<file path="src/rtl/core/owdr_pkg.sv">
`default_nettype none

package owdr_pkg;

   // Field widths.
   localparam int RATE_W     = 16;
   localparam int TIME_W     = 16;
   localparam int ANG_W      = 16;
   localparam int POS_W      = 32;
   localparam int VEL_W      = 18;
   localparam int TRIG_W     = 17;
   localparam int REQ_DATA_W = 8;
   localparam int RSP_DATA_W = 120;

   // Register file.
   localparam int CSR_INDEX_W = 8;
   localparam int CSR_DATA_W  = 16;
   localparam logic [CSR_INDEX_W-1:0] REG_RATE_A    = 8'd0;
   localparam logic [CSR_INDEX_W-1:0] REG_RATE_B    = 8'd1;
   localparam logic [CSR_INDEX_W-1:0] REG_RATE_C    = 8'd2;
   localparam logic [CSR_INDEX_W-1:0] REG_STEP_TIME = 8'd3;
   localparam logic [TIME_W-1:0]      STEP_TIME_RESET = 16'd655;

   // Shared multiplier: signed 35 x signed 17.
   localparam int MUL_A_W = 35;
   localparam int MUL_B_W = 17;
   localparam int PROD_W  = MUL_A_W + MUL_B_W;

   // Heading gain round(2^32 / (2*pi)), split into two 15-bit halves.
   localparam logic [29:0] HEAD_K    = 30'd683565276;
   localparam logic [14:0] HEAD_K_LO = HEAD_K[14:0];
   localparam logic [14:0] HEAD_K_HI = HEAD_K[29:15];

   // CORDIC constants, angles in binary-angle units.
   localparam int CORDIC_STAGES = 14;
   localparam int ITER_W        = $clog2(CORDIC_STAGES);
   localparam int CORDIC_XY_W   = 18;
   localparam int CORDIC_Z_W    = 17;
   localparam int ATAN_W        = 14;
   localparam logic signed [CORDIC_XY_W-1:0] CORDIC_GAIN = 18'sd9949;
   localparam logic [ATAN_W-1:0] ATAN_TAB [CORDIC_STAGES] = '{
      14'd8192, 14'd4836, 14'd2555, 14'd1297, 14'd651, 14'd326, 14'd163,
      14'd81, 14'd41, 14'd20, 14'd10, 14'd5, 14'd3, 14'd1
   };

   // Wheel mounting offsets: one third and two thirds of a turn.
   localparam logic [ANG_W-1:0] THIRD_TURN      = 16'd21845;
   localparam logic [ANG_W-1:0] TWO_THIRDS_TURN = 16'd43691;

   // Request and response of the sine/cosine unit.
   typedef struct packed {
      logic             start;
      logic [ANG_W-1:0] angle;
   } cordic_req_type;

   typedef struct packed {
      logic                     done;
      logic signed [TRIG_W-1:0] cos;
      logic signed [TRIG_W-1:0] sin;
   } cordic_rsp_type;

endpackage

`default_nettype wire

</file>
<file path="src/rtl/core/owdr_cordic.sv">
`default_nettype none

module owdr_cordic (
   input  wire logic                    clock,
   input  wire logic                    reset,
   input  wire owdr_pkg::cordic_req_type cordic_req,
   output owdr_pkg::cordic_rsp_type     cordic_rsp
);
   import owdr_pkg::*;

   logic signed [CORDIC_XY_W-1:0] x_ff, x_in, y_ff, y_in;
   logic signed [CORDIC_Z_W-1:0]  z_ff, z_in;
   logic [ITER_W-1:0]             iter_ff, iter_in;
   logic                          busy_ff, busy_in;
   logic                          flip_ff, flip_in;
   logic                          done_ff, done_in;
   logic signed [TRIG_W-1:0]      cos_ff, cos_in, sin_ff, sin_in;

   logic signed [CORDIC_XY_W-1:0] dx, dy, x_step, y_step, x_fin, y_fin;
   logic signed [CORDIC_Z_W-1:0]  atan_val, z_step;
   logic                          z_neg, last_iter, flip_req;
   logic [ANG_W-1:0]              angle_turned;

   // One rotation stage per cycle through the shared shifter and adders.
   always_comb begin
      dx        = y_ff >>> iter_ff;
      dy        = x_ff >>> iter_ff;
      atan_val  = signed'({3'b000, ATAN_TAB[iter_ff]});
      z_neg     = z_ff[CORDIC_Z_W-1];
      x_step    = z_neg ? (x_ff + dx) : (x_ff - dx);
      y_step    = z_neg ? (y_ff - dy) : (y_ff + dy);
      z_step    = z_neg ? (z_ff + atan_val) : (z_ff - atan_val);
      x_fin     = flip_ff ? -x_step : x_step;
      y_fin     = flip_ff ? -y_step : y_step;
      last_iter = (iter_ff == ITER_W'(CORDIC_STAGES - 1));
   end

   // Angles in the left half-plane are turned by a half turn first.
   assign flip_req     = cordic_req.angle[ANG_W-1] ^ cordic_req.angle[ANG_W-2];
   assign angle_turned = {cordic_req.angle[ANG_W-1] ^ flip_req, cordic_req.angle[ANG_W-2:0]};

   always_comb begin
      x_in    = x_ff;
      y_in    = y_ff;
      z_in    = z_ff;
      iter_in = iter_ff;
      busy_in = busy_ff;
      flip_in = flip_ff;
      done_in = 1'b0;
      cos_in  = cos_ff;
      sin_in  = sin_ff;
      if (cordic_req.start) begin
         x_in    = CORDIC_GAIN;
         y_in    = '0;
         z_in    = CORDIC_Z_W'(signed'(angle_turned));
         iter_in = '0;
         busy_in = 1'b1;
         flip_in = flip_req;
      end else if (busy_ff) begin
         x_in    = x_step;
         y_in    = y_step;
         z_in    = z_step;
         iter_in = iter_ff + 1'b1;
         if (last_iter) begin
            busy_in = 1'b0;
            done_in = 1'b1;
            cos_in  = x_fin[TRIG_W-1:0];
            sin_in  = y_fin[TRIG_W-1:0];
         end
      end
   end

   always_ff @(posedge clock) begin
      x_ff    <= x_in;
      y_ff    <= y_in;
      z_ff    <= z_in;
      iter_ff <= iter_in;
      flip_ff <= flip_in;
      cos_ff  <= cos_in;
      sin_ff  <= sin_in;
      if (reset) begin
         busy_ff <= 1'b0;
         done_ff <= 1'b0;
      end else begin
         busy_ff <= busy_in;
         done_ff <= done_in;
      end
   end

   assign cordic_rsp.done = done_ff;
   assign cordic_rsp.cos  = cos_ff;
   assign cordic_rsp.sin  = sin_ff;

endmodule

`default_nettype wire

</file>
<file path="src/rtl/core/omni_wheel_dead_reckoning.sv">
// A step request first updates the heading and the position; a start request
// clears the pose. Both then run each wheel through the iterative CORDIC and the
// shared 35x17 multiplier and write the result, with one request in flight at a time.
// The result waits while the output register is still full.
// Synchronous active-high reset clears the pose, the velocity, the wheel rates
// and sets the step time to 655; the block is ready in the first cycle after.
`default_nettype none

module omni_wheel_dead_reckoning (
   input  wire logic                              clock,
   input  wire logic                              reset,
   // Request channel. tdata: [0] start_req, [7:1] zero.
   input  wire logic                              req_tvalid,
   output logic                                   req_tready,
   input  wire logic [owdr_pkg::REQ_DATA_W-1:0]   req_tdata,
   // Result channel. tdata: [31:0] pos_x, [63:32] pos_y, [79:64] heading,
   // [97:80] vel_x, [115:98] vel_y, [119:116] zero.
   output logic                                   rsp_tvalid,
   input  wire logic                              rsp_tready,
   output logic [owdr_pkg::RSP_DATA_W-1:0]        rsp_tdata,
   // Register write channel.
   input  wire logic                              csr_valid,
   output logic                                   csr_ready,
   input  wire logic [owdr_pkg::CSR_INDEX_W-1:0]  csr_index,
   input  wire logic [owdr_pkg::CSR_DATA_W-1:0]   csr_data
);
   import owdr_pkg::*;

   localparam int HEAD_ACC_W = 56;
   localparam int POS_SUM_W  = 34;
   localparam int ACC_W      = 36;
   localparam int VEL_SUM_W  = 24;
   localparam logic signed [HEAD_ACC_W-1:0] HEAD_ROUND = 56'sh80_0000_0000;
   localparam logic signed [POS_SUM_W-1:0]  POS_MAX = 34'sd2147483647;
   localparam logic signed [POS_SUM_W-1:0]  POS_MIN = -34'sd2147483648;
   localparam logic signed [VEL_SUM_W-1:0]  VEL_MAX = 24'sd131071;
   localparam logic signed [VEL_SUM_W-1:0]  VEL_MIN = -24'sd131072;

   typedef enum logic [3:0] {
      ST_IDLE, ST_MUL_Q, ST_MUL_KL, ST_MUL_KH, ST_HEAD_ADD, ST_POS_X, ST_POS_Y,
      ST_ROT_START, ST_ROT_WAIT, ST_MUL_COS, ST_MUL_SIN, ST_ACC_SIN, ST_FINISH
   } state_type;

   state_type                      state_ff, state_in;
   logic signed [RATE_W-1:0]       rate_a_ff, rate_a_in, rate_b_ff, rate_b_in;
   logic signed [RATE_W-1:0]       rate_c_ff, rate_c_in;
   logic [TIME_W-1:0]              step_time_ff, step_time_in;
   logic signed [POS_W-1:0]        pos_x_ff, pos_x_in, pos_y_ff, pos_y_in;
   logic [ANG_W-1:0]               heading_ff, heading_in;
   logic signed [VEL_W-1:0]        speed_x_ff, speed_x_in, speed_y_ff, speed_y_in;
   logic signed [MUL_A_W-1:0]      q_ff, q_in;
   logic signed [HEAD_ACC_W-1:0]   head_acc_ff, head_acc_in;
   logic signed [ACC_W-1:0]        ax_ff, ax_in, ay_ff, ay_in;
   logic [1:0]                     wheel_ff, wheel_in;
   logic signed [PROD_W-1:0]       prod_ff, prod_in;
   logic                           rsp_valid_ff, rsp_valid_in;
   logic [RSP_DATA_W-1:0]          rsp_data_ff, rsp_data_in;

   logic signed [MUL_A_W-1:0]      mul_a;
   logic signed [MUL_B_W-1:0]      mul_b;
   logic signed [VEL_W:0]          rate_sum;
   logic signed [RATE_W-1:0]       rate_sel;
   logic [ANG_W-1:0]               wheel_off;
   logic signed [HEAD_ACC_W-1:0]   head_total;
   logic signed [PROD_W-1:0]       pos_round, pos_shift;
   logic signed [POS_SUM_W-1:0]    pos_sum;
   logic signed [POS_W-1:0]        pos_cur, pos_sat;
   logic signed [ACC_W-1:0]        vx_round, vy_round, vx_shift, vy_shift;
   logic signed [VEL_SUM_W-1:0]    vx_sum, vy_sum;
   logic signed [VEL_W-1:0]        vel_x_sat, vel_y_sat;
   logic                           out_free;
   cordic_req_type                 cordic_req;
   cordic_rsp_type                 cordic_rsp;

   owdr_cordic u_cordic (
      .clock      (clock),
      .reset      (reset),
      .cordic_req (cordic_req),
      .cordic_rsp (cordic_rsp)
   );

   // Sum of the three wheel rates and the rate and offset of the current wheel.
   assign rate_sum = (VEL_W+1)'(rate_a_ff) + (VEL_W+1)'(rate_b_ff) + (VEL_W+1)'(rate_c_ff);

   always_comb begin
      case (wheel_ff)
         2'd0: begin
            rate_sel  = rate_a_ff;
            wheel_off = '0;
         end
         2'd1: begin
            rate_sel  = rate_b_ff;
            wheel_off = THIRD_TURN;
         end
         default: begin
            rate_sel  = rate_c_ff;
            wheel_off = TWO_THIRDS_TURN;
         end
      endcase
   end

   // Operand selection for the shared multiplier.
   always_comb begin
      case (state_ff)
         ST_MUL_Q: begin
            mul_a = MUL_A_W'(rate_sum);
            mul_b = signed'({1'b0, step_time_ff});
         end
         ST_MUL_KL: begin
            mul_a = prod_ff[MUL_A_W-1:0];
            mul_b = signed'({2'b00, HEAD_K_LO});
         end
         ST_MUL_KH: begin
            mul_a = q_ff;
            mul_b = signed'({2'b00, HEAD_K_HI});
         end
         ST_HEAD_ADD: begin
            mul_a = MUL_A_W'(speed_x_ff);
            mul_b = signed'({1'b0, step_time_ff});
         end
         ST_POS_X: begin
            mul_a = MUL_A_W'(speed_y_ff);
            mul_b = signed'({1'b0, step_time_ff});
         end
         ST_MUL_COS: begin
            mul_a = MUL_A_W'(rate_sel);
            mul_b = cordic_rsp.cos;
         end
         ST_MUL_SIN: begin
            mul_a = MUL_A_W'(rate_sel);
            mul_b = cordic_rsp.sin;
         end
         default: begin
            mul_a = '0;
            mul_b = '0;
         end
      endcase
   end

   assign prod_in = mul_a * mul_b;

   // Heading increment: upper bits of the two partial products, rounded.
   assign head_total = head_acc_ff + (HEAD_ACC_W'(prod_ff) <<< 15);

   // Position update: rounded speed times step, saturated to 32 bits.
   always_comb begin
      pos_round = prod_ff + PROD_W'(128);
      pos_shift = pos_round >>> 8;
      pos_cur   = (state_ff == ST_POS_Y) ? pos_y_ff : pos_x_ff;
      pos_sum   = POS_SUM_W'(pos_cur) + pos_shift[POS_SUM_W-1:0];
      if (pos_sum > POS_MAX) begin
         pos_sat = POS_MAX[POS_W-1:0];
      end else if (pos_sum < POS_MIN) begin
         pos_sat = POS_MIN[POS_W-1:0];
      end else begin
         pos_sat = pos_sum[POS_W-1:0];
      end
   end

   // Velocity: rounded sums of the wheel projections, saturated to 18 bits.
   always_comb begin
      vx_round = ax_ff + ACC_W'(8192);
      vy_round = ay_ff + ACC_W'(8192);
      vx_shift = vx_round >>> 14;
      vy_shift = vy_round >>> 14;
      vx_sum   = vx_shift[VEL_SUM_W-1:0];
      vy_sum   = -vy_shift[VEL_SUM_W-1:0];
      if (vx_sum > VEL_MAX) begin
         vel_x_sat = VEL_MAX[VEL_W-1:0];
      end else if (vx_sum < VEL_MIN) begin
         vel_x_sat = VEL_MIN[VEL_W-1:0];
      end else begin
         vel_x_sat = vx_sum[VEL_W-1:0];
      end
      if (vy_sum > VEL_MAX) begin
         vel_y_sat = VEL_MAX[VEL_W-1:0];
      end else if (vy_sum < VEL_MIN) begin
         vel_y_sat = VEL_MIN[VEL_W-1:0];
      end else begin
         vel_y_sat = vy_sum[VEL_W-1:0];
      end
   end

   assign out_free = !rsp_valid_ff || rsp_tready;

   assign cordic_req.start = (state_ff == ST_ROT_START);
   assign cordic_req.angle = heading_ff + wheel_off;

   // Sequencer and register file.
   always_comb begin
      state_in     = state_ff;
      rate_a_in    = rate_a_ff;
      rate_b_in    = rate_b_ff;
      rate_c_in    = rate_c_ff;
      step_time_in = step_time_ff;
      pos_x_in     = pos_x_ff;
      pos_y_in     = pos_y_ff;
      heading_in   = heading_ff;
      speed_x_in   = speed_x_ff;
      speed_y_in   = speed_y_ff;
      q_in         = q_ff;
      head_acc_in  = head_acc_ff;
      ax_in        = ax_ff;
      ay_in        = ay_ff;
      wheel_in     = wheel_ff;
      rsp_data_in  = rsp_data_ff;
      rsp_valid_in = rsp_valid_ff && !rsp_tready;

      // Register writes.
      if (csr_valid) begin
         case (csr_index)
            REG_RATE_A:    rate_a_in    = signed'(csr_data);
            REG_RATE_B:    rate_b_in    = signed'(csr_data);
            REG_RATE_C:    rate_c_in    = signed'(csr_data);
            REG_STEP_TIME: step_time_in = csr_data;
            default: ;
         endcase
      end

      case (state_ff)
         ST_IDLE: begin
            if (req_tvalid) begin
               if (req_tdata[0]) begin
                  pos_x_in   = '0;
                  pos_y_in   = '0;
                  heading_in = '0;
                  ax_in      = '0;
                  ay_in      = '0;
                  wheel_in   = '0;
                  state_in   = ST_ROT_START;
               end else begin
                  state_in = ST_MUL_Q;
               end
            end
         end
         ST_MUL_Q: begin
            state_in = ST_MUL_KL;
         end
         ST_MUL_KL: begin
            q_in     = prod_ff[MUL_A_W-1:0];
            state_in = ST_MUL_KH;
         end
         ST_MUL_KH: begin
            head_acc_in = HEAD_ACC_W'(prod_ff) + HEAD_ROUND;
            state_in    = ST_HEAD_ADD;
         end
         ST_HEAD_ADD: begin
            heading_in = heading_ff + head_total[HEAD_ACC_W-1:HEAD_ACC_W-ANG_W];
            state_in   = ST_POS_X;
         end
         ST_POS_X: begin
            pos_x_in = pos_sat;
            state_in = ST_POS_Y;
         end
         ST_POS_Y: begin
            pos_y_in = pos_sat;
            ax_in    = '0;
            ay_in    = '0;
            wheel_in = '0;
            state_in = ST_ROT_START;
         end
         ST_ROT_START: begin
            state_in = ST_ROT_WAIT;
         end
         ST_ROT_WAIT: begin
            if (cordic_rsp.done) begin
               state_in = ST_MUL_COS;
            end
         end
         ST_MUL_COS: begin
            state_in = ST_MUL_SIN;
         end
         ST_MUL_SIN: begin
            ax_in    = ax_ff + ACC_W'(prod_ff);
            state_in = ST_ACC_SIN;
         end
         ST_ACC_SIN: begin
            ay_in = ay_ff + ACC_W'(prod_ff);
            if (wheel_ff == 2'd2) begin
               state_in = ST_FINISH;
            end else begin
               wheel_in = wheel_ff + 1'b1;
               state_in = ST_ROT_START;
            end
         end
         ST_FINISH: begin
            // Wait here until the output register is free.
            if (out_free) begin
               speed_x_in   = vel_x_sat;
               speed_y_in   = vel_y_sat;
               rsp_valid_in = 1'b1;
               rsp_data_in  = {4'b0000, vel_y_sat, vel_x_sat, heading_ff, pos_y_ff, pos_x_ff};
               state_in     = ST_IDLE;
            end
         end
         default: begin
            state_in = ST_IDLE;
         end
      endcase
   end

   always_ff @(posedge clock) begin
      q_ff        <= q_in;
      head_acc_ff <= head_acc_in;
      ax_ff       <= ax_in;
      ay_ff       <= ay_in;
      prod_ff     <= prod_in;
      rsp_data_ff <= rsp_data_in;
      if (reset) begin
         state_ff     <= ST_IDLE;
         rate_a_ff    <= '0;
         rate_b_ff    <= '0;
         rate_c_ff    <= '0;
         step_time_ff <= STEP_TIME_RESET;
         pos_x_ff     <= '0;
         pos_y_ff     <= '0;
         heading_ff   <= '0;
         speed_x_ff   <= '0;
         speed_y_ff   <= '0;
         wheel_ff     <= '0;
         rsp_valid_ff <= 1'b0;
      end else begin
         state_ff     <= state_in;
         rate_a_ff    <= rate_a_in;
         rate_b_ff    <= rate_b_in;
         rate_c_ff    <= rate_c_in;
         step_time_ff <= step_time_in;
         pos_x_ff     <= pos_x_in;
         pos_y_ff     <= pos_y_in;
         heading_ff   <= heading_in;
         speed_x_ff   <= speed_x_in;
         speed_y_ff   <= speed_y_in;
         wheel_ff     <= wheel_in;
         rsp_valid_ff <= rsp_valid_in;
      end
   end

   assign req_tready = (state_ff == ST_IDLE);
   assign rsp_tvalid = rsp_valid_ff;
   assign rsp_tdata  = rsp_data_ff;
   assign csr_ready  = 1'b1;

endmodule

`default_nettype wire

</file>
<file path="config.mk">
export PLATFORM = sky130hd
export DESIGN_NAME = omni_wheel_dead_reckoning
export DESIGN_NICKNAME = d
export VERILOG_FILES = /design/src/rtl/core/owdr_pkg.sv /design/src/rtl/core/owdr_cordic.sv /design/src/rtl/core/omni_wheel_dead_reckoning.sv
export SDC_FILE = /design/constraint.sdc
export NUM_CORES = 2
export LEC_CHECK = 0
export ABC_CLOCK_PERIOD_IN_PS = 13600
export BUFFER_PORTS_ARGS = -buffer_cell sky130_fd_sc_hd__buf_4
export CELL_PAD_IN_SITES_DETAIL_PLACEMENT = 0
export CELL_PAD_IN_SITES_GLOBAL_PLACEMENT = 1
export CORE_ASPECT_RATIO = 1.2
export CORE_MARGIN = 1
export CORE_UTILIZATION = 26
export CTS_BUF_LIST = sky130_fd_sc_hd__clkbuf_8
export CTS_CLUSTER_SIZE = 12
export DETAILED_ROUTE_END_ITERATION = 10
export GPL_ROUTABILITY_DRIVEN = 0
export HOLD_SLACK_MARGIN = 0.05
export PLACE_DENSITY_LB_ADDON = 0.1
export SLEW_MARGIN = 0
export SYNTH_ARGS = -nofsm -noshare
export SYNTH_HDL_FRONTEND = slang
export SYNTH_SLANG_ARGS = --single-unit
export TNS_END_PERCENT = 100
</file>
<file path="constraint.sdc">
create_clock -name clock -period 13.6 [get_ports clock]
set_input_delay 2.04 -clock clock [delete_from_list [all_inputs] [get_ports clock]]
set_output_delay 2.04 -clock clock [all_outputs]
set_load 0.03 [all_outputs]
</file>
---- Yosys cells after proc, flatten, opt, wreduce, memory -nomap -nowiden ----
Memories as Yosys holds them, arrays and structs flattened.
Index checks and enable logic that the tools add are counted.
Widths: inputs -> output; s select.
word-level totals
  word-level logic and storage cells ...... 165
  bits in read-only memories .............. 224
  memories kept ........................... 1
  output and inout port bits .............. 123
  flip-flop bits (word level) ............. 612
memory list
  memory           words  bits a word  rd ports  clocked after memory_dff  wr ports  line               source
  (no name shown)  16     14           1         0                         0         owdr_cordic.sv:28  atan_val = signed'({3'b000, ATAN_TAB[iter_ff]});
cells by class
  reduce and logical (&&, ||, !) cells .... 29
  $add $sub $neg .......................... 23
  equality and inequality tests ........... 23
  shift operators ......................... 2
  order comparisons ....................... 7
  bitwise logic cells ..................... 5
  mux-type cells .......................... 47
  multiply operators ...................... 1
operators with widths
  operator                count
  $pmux 36 s3             2
  $pmux 35 s6             1
  $mux 32                 5
  $pmux 32 s2             2
  $mux 18                 6
  $pmux 16 s2             3
  $mux 17                 5
  $pmux 17 s5             1
  $add 36x15->36 const B  2
  $add 36x36->36          2
  $mux 36                 2
  $add 56x56->56          1
  $add 52x41->53 const B  1
  $mul 35x17->52          1
  $pmux 4 s13             1
  $add 42x9->42 const B   1
  $add 18x18->18          2
  $sshr 18x4->18          2
  $sub 18x18->18          2
  $add 34x34->34          1
  $gt 34x32->1 const B    1
  $lt 34x32->1 const B    1
  $neg 17->17             2
  $add 16x16->16          2
  45 further kinds        88

---- Longest topological paths before layout ----
  depth in word-level cells ............... 8
  gate-level depth with buffers ........... 41
  depth with buffers taken out ............ 41

---- By module ----
Synthesis repeated with hierarchy kept, for this count alone.
second synthesis, totals
  cell total of the unflattened synthesis .. 6411
  area, all modules ....................... 58932.8 µm²
modules (own cells, without submodules)
  module                     seq. area each (µm²)  cells each  times used  area each (µm²)
  omni_wheel_dead_reckoning  12622.1               5365        1           49329.8
  owdr_cordic                2402.3                1046        1           9603.0

---- Worst setup path before layout ----
No wires, ideal clock.
  path kind ............................... flip-flop to flip-flop
  start ................................... reg rate_a_ff[1]
  end ..................................... reg prod_ff[51]
  setup slack ............................. 4082 ps
  stages on the path, launching flop included .. 36
  data required time ...................... 13528 ps
  buffers on the path ..................... 2
  arrival ................................. 9446 ps
  path through ............................ dfxtp_1 > inv_1 > fa_1 > inv_1 > ha_1 > inv_1 > fa_1 > nor2b_1 > o21ai_0 > a21boi_1 > o211ai_1 > a21oi_1 > o31ai_1 > o21ai_0 > o311ai_1 > a221oi_1 > or2_1 > clkbuf_1 > clkbuf_1 > inv_1 > fa_1 > fa_1 > fa_1 > fa_1 > fa_1 > inv_1 > fa_1 > inv_1 > ha_1 > and3_1 > nand3_1 > o41ai_1 > a41oi_1 > o41a_1 > o21ai_1 > xnor2_1
on the way
  longest elaborated chain between the ends .. 4
RTL lines
  element                 line                              source
  from (decl)             omni_wheel_dead_reckoning.sv:45   logic signed [RATE_W-1:0] rate_a_ff, rate_a_in, rate_b_ff, rate_b_in;
  from (signal assigned)  omni_wheel_dead_reckoning.sv:324  rate_a_ff <= rate_a_in;
  $add 16x16->17          omni_wheel_dead_reckoning.sv:83   assign rate_sum = (VEL_W+1)'(rate_a_ff) + (VEL_W+1)'(rate_b_ff) + (VEL_W+1)'(rate_c_ff);
  $add 17x16->18          omni_wheel_dead_reckoning.sv:83
  $pmux 35 s6 (*)         omni_wheel_dead_reckoning.sv:104  case (state_ff)
  $mul 35x17->52 (*)      omni_wheel_dead_reckoning.sv:140  assign prod_in = mul_a * mul_b;
  named net prod_in[51]   omni_wheel_dead_reckoning.sv:55   logic signed [PROD_W-1:0] prod_ff, prod_in;
  to (signal assigned)    omni_wheel_dead_reckoning.sv:307  prod_ff <= prod_in;
  to (decl)               omni_wheel_dead_reckoning.sv:55
Mark *: on every way through the listed nets, which the timed path passes. The rest lies on a longest branch.
A chain may end at the register's enable or synchronous reset.

---- Final worst setup path ----
Same ends and word-level chain as after synthesis.

==> impl_metrics.tcl <==
set metrics [dict create \
    layout_commonest_cell "inv_1" \
    numPlacedInstances 9364 \
    crit_required_ns 14.38 \
    total_power_mw 14.7 \
    grt_pass1_vias 48062 \
    start_util_pct 26.2 \
    clock_sinks 594 \
    clkTransAtPathRegs_ns 0.06 \
    postCtsSetupRepairBufs 0 \
    ctsResizeCount 0 \
    fin_crit_ns 11.38 \
    drtPass1Iterations 7 \
    grt_usage_pct 19.6 \
    port_buffers 147 \
    h-tree-depth 3 \
    ys_warn_count 0 \
    place_ws_ns 2.06 \
    worst_path_max_delay_cell "a221oi_4" \
    path_common_cell "fa_1" \
    finClkSkew_ns 0.0693 \
    drive_above_1_share_pct 9.63 \
    ys_seq_elements 594 \
    run_status "complete, no violations" \
    yosysTopAreaCellShare_pct 20.5 \
    dieArea_sq_um 224000 \
    netlist_area_sq_um 57800 \
    slew_viol_final 0 \
    ant_nets 0 \
    synth.avg_cell_area_sq_um 9.06 \
    async_flop_share_pct 0 \
    critPathMaxFanout 16 \
    grt_max_degree 70 \
    rsz0062_at_grt "false" \
    cap_violations 0 \
    cts_buffers 118 \
    rrSetupSlack_ns 2.22 \
    yosysUniqueCellTypes 94 \
    crit_type "register to register" \
    synthCells 6382 \
    cts_tree "done" \
    p_leak_nw 29.1 \
    grt_pass1_wl_mm 323 \
    finalCritPeriodShare_pct 83.7 \
    tightest_slew_ns 1.16 \
    ios 160 \
    wire_per_inst_um 23.0 \
    hpwl_mm 172 \
    synth.area.top_cells "fa_1 20%, edfxtp_1 16%, dfxtp_1 9.7%, ha_1 8.2%, inv_1 5.1%" \
    synth_edf_count 313 \
    yosysTopAreaCell "fa_1" \
    routed_wirelength_mm 221 \
    fp.coreArea_sq_um 221000 \
    die_h_um 519 \
    vias_per_cell 4.77 \
    drc_errors 0 \
    powerDensity_nw_per_um2 223 \
    mostFrequentLayoutCells "804 x inv_1, 769 x nor2_1, 676 x nand2_1, 591 x fa_1, 379 x ha_1" \
    stdcell_count 9597 \
    die_width_um 433 \
    worst_slack_ns 2.22 \
    vias 45739 \
    cp_data_arrival_time_ns 12.16 \
    antenna_found_initial 10 \
    max_slew_margin_pct 22.0 \
    peakVddDrop_uv 146 \
    synthFlopType "edfxtp_1" \
    hold_class "register to register" \
    cts-hold-fix-buffers 0 \
    cp-start-kind "register" \
    first_iter_violations 2430 \
    fmax_mhz 87.9 \
    nNetsFinal 7532 \
    clock_latency_ns 0.91 \
    clockRootBuffer "clkbuf_8" \
    area_growth_pct 13.4 \
    rows 189 \
    grt-ovfl-total 0 \
    cts_buffer_depth 3 \
    finalHoldViolCount 0 \
    max_stage_delay_ns 0.61 \
    yosysSeqAreaShare_pct 26.0 \
    cp-end-kind "register" \
    setup_viol 0 \
    tns_ns 0 \
]
==> final cells by class <==
| class | count | area [sq um] |
|---|---|---|
| inverters | 783 | 2940 |
| diodes | 9 | 22.5 |
| flip-flops and latches | 594 | 15000 |
| clock inverters | 91 | 793 |
| fillers | 23587 | 156000 |
| well taps | 2960 | 3700 |
| repair buffers | 300 | 2260 |
| clock buffers | 132 | 1820 |
| multi-input cells | 4728 | 39000 |
==> critical path: cells and delay by family (launching register included) <==
kind | cells | cell delay, ns
AOI/OAI and AO/OA | 18 | 4.59
adders and majority gates | 10 | 4.73
xor gates and xnor gates | 1 | 0.13
DFF | 1 | 0.35
and+or+nand+nor | 2 | 0.24
buffers and inverters | 10 | 1.15
==> cells by family (layout without fill, tap and decap cells) <==
| kind of cell | after synthesis | in the layout | synth area share [%] |
|---|---|---|---|
| other | 2 | 14 | 0.0130 |
| AND/OR/NAND/NOR | 2069 | 2069 | 15.9 |
| adder cells (fa/ha/maj) | 970 | 970 | 28.7 |
| flip-flops | 594 | 594 | 26.0 |
| buffers and inverters | 1063 | 1306 | 7.03 |
| multiplexers | 150 | 150 | 3.54 |
| AO/OA/AOI/OAI | 1128 | 1128 | 12.8 |
| XOR/XNOR | 406 | 406 | 6.15 |
==> final timing paths <==
| kind | from | endpoint | cells after the start |
|---|---|---|---|
| max | rate_a_ff[1]$_SDFFE_PP0P_ | prod_ff[51]$_DFF_P_ | 41 |
| min | pos_y_ff[10]$_SDFFE_PP0P_ | rsp_tdata[42]$_DFFE_PP_ | 0 |
| max reg2reg | rate_a_ff[1]$_SDFFE_PP0P_ | prod_ff[51]$_DFF_P_ | 41 |
| min reg2reg | pos_y_ff[10]$_SDFFE_PP0P_ | rsp_tdata[42]$_DFFE_PP_ | 0 |
==> flip-flops by register name, summed over array words and instances, names as in the netlist, 32 cells and up <==
| name | cells |
|---|---|
| pos_x_ff | 32 |
| q_ff | 35 |
| pos_y_ff | 32 |
| ay_ff | 36 |
| head_acc_ff | 38 |
| rsp_tdata | 116 |
| ax_ff | 36 |
| prod_ff | 52 |
==> metal layers <==
metal	part of all wire, %	track usage [%]
met5	0.011	0
met4	2.6	5.28
met3	3.3	2.26
met2	53	36.5
met1	41	23.3
==> power breakdown <==
part	total (mW)	switching, mW	leakage [nW]	internal [mW]
combinational	9.79	6.35	22.5	3.45
sequential	2.79	0.342	5.18	2.45
clock	2.07	0.938	1.42	1.13
total	14.7	7.63	29.1	7.02
==> metrics by stage <==
| stage | utilization [%] | cell area (sq um) | hold WS [ns] |
|---|---|---|---|
| after detailed placement | 28.5 | 62900 | 0.445 |
| after floorplan | - | 57800 | 0.430 |
| after CTS | 29.6 | 65500 | 0.463 |
| final | 29.7 | 65600 | 0.459 |
| after global placement | 28.5 | 62900 | 0.442 |
| after global routing | 29.6 | 65500 | 0.473 |
==> synthesized netlist by cell type (43+ instances only) <==
cell,number
a211oi_1,45
a21oi_1,310
ha_1,379
nor2_1,772
nor3_1,99
nand3_1,124
dfxtp_1,281
xor2_1,145
nor2b_1,45
nand4_1,43
fa_1,591
a22oi_1,59
clkbuf_1,229
edfxtp_1,313
inv_1,779
xnor2_1,261
and3_1,49
a21o_1,136
nand2b_1,80
nand2_1,677
a31oi_1,97
mux2i_1,91
o21ai_0,186
Power figures use the tool's default switching activity.
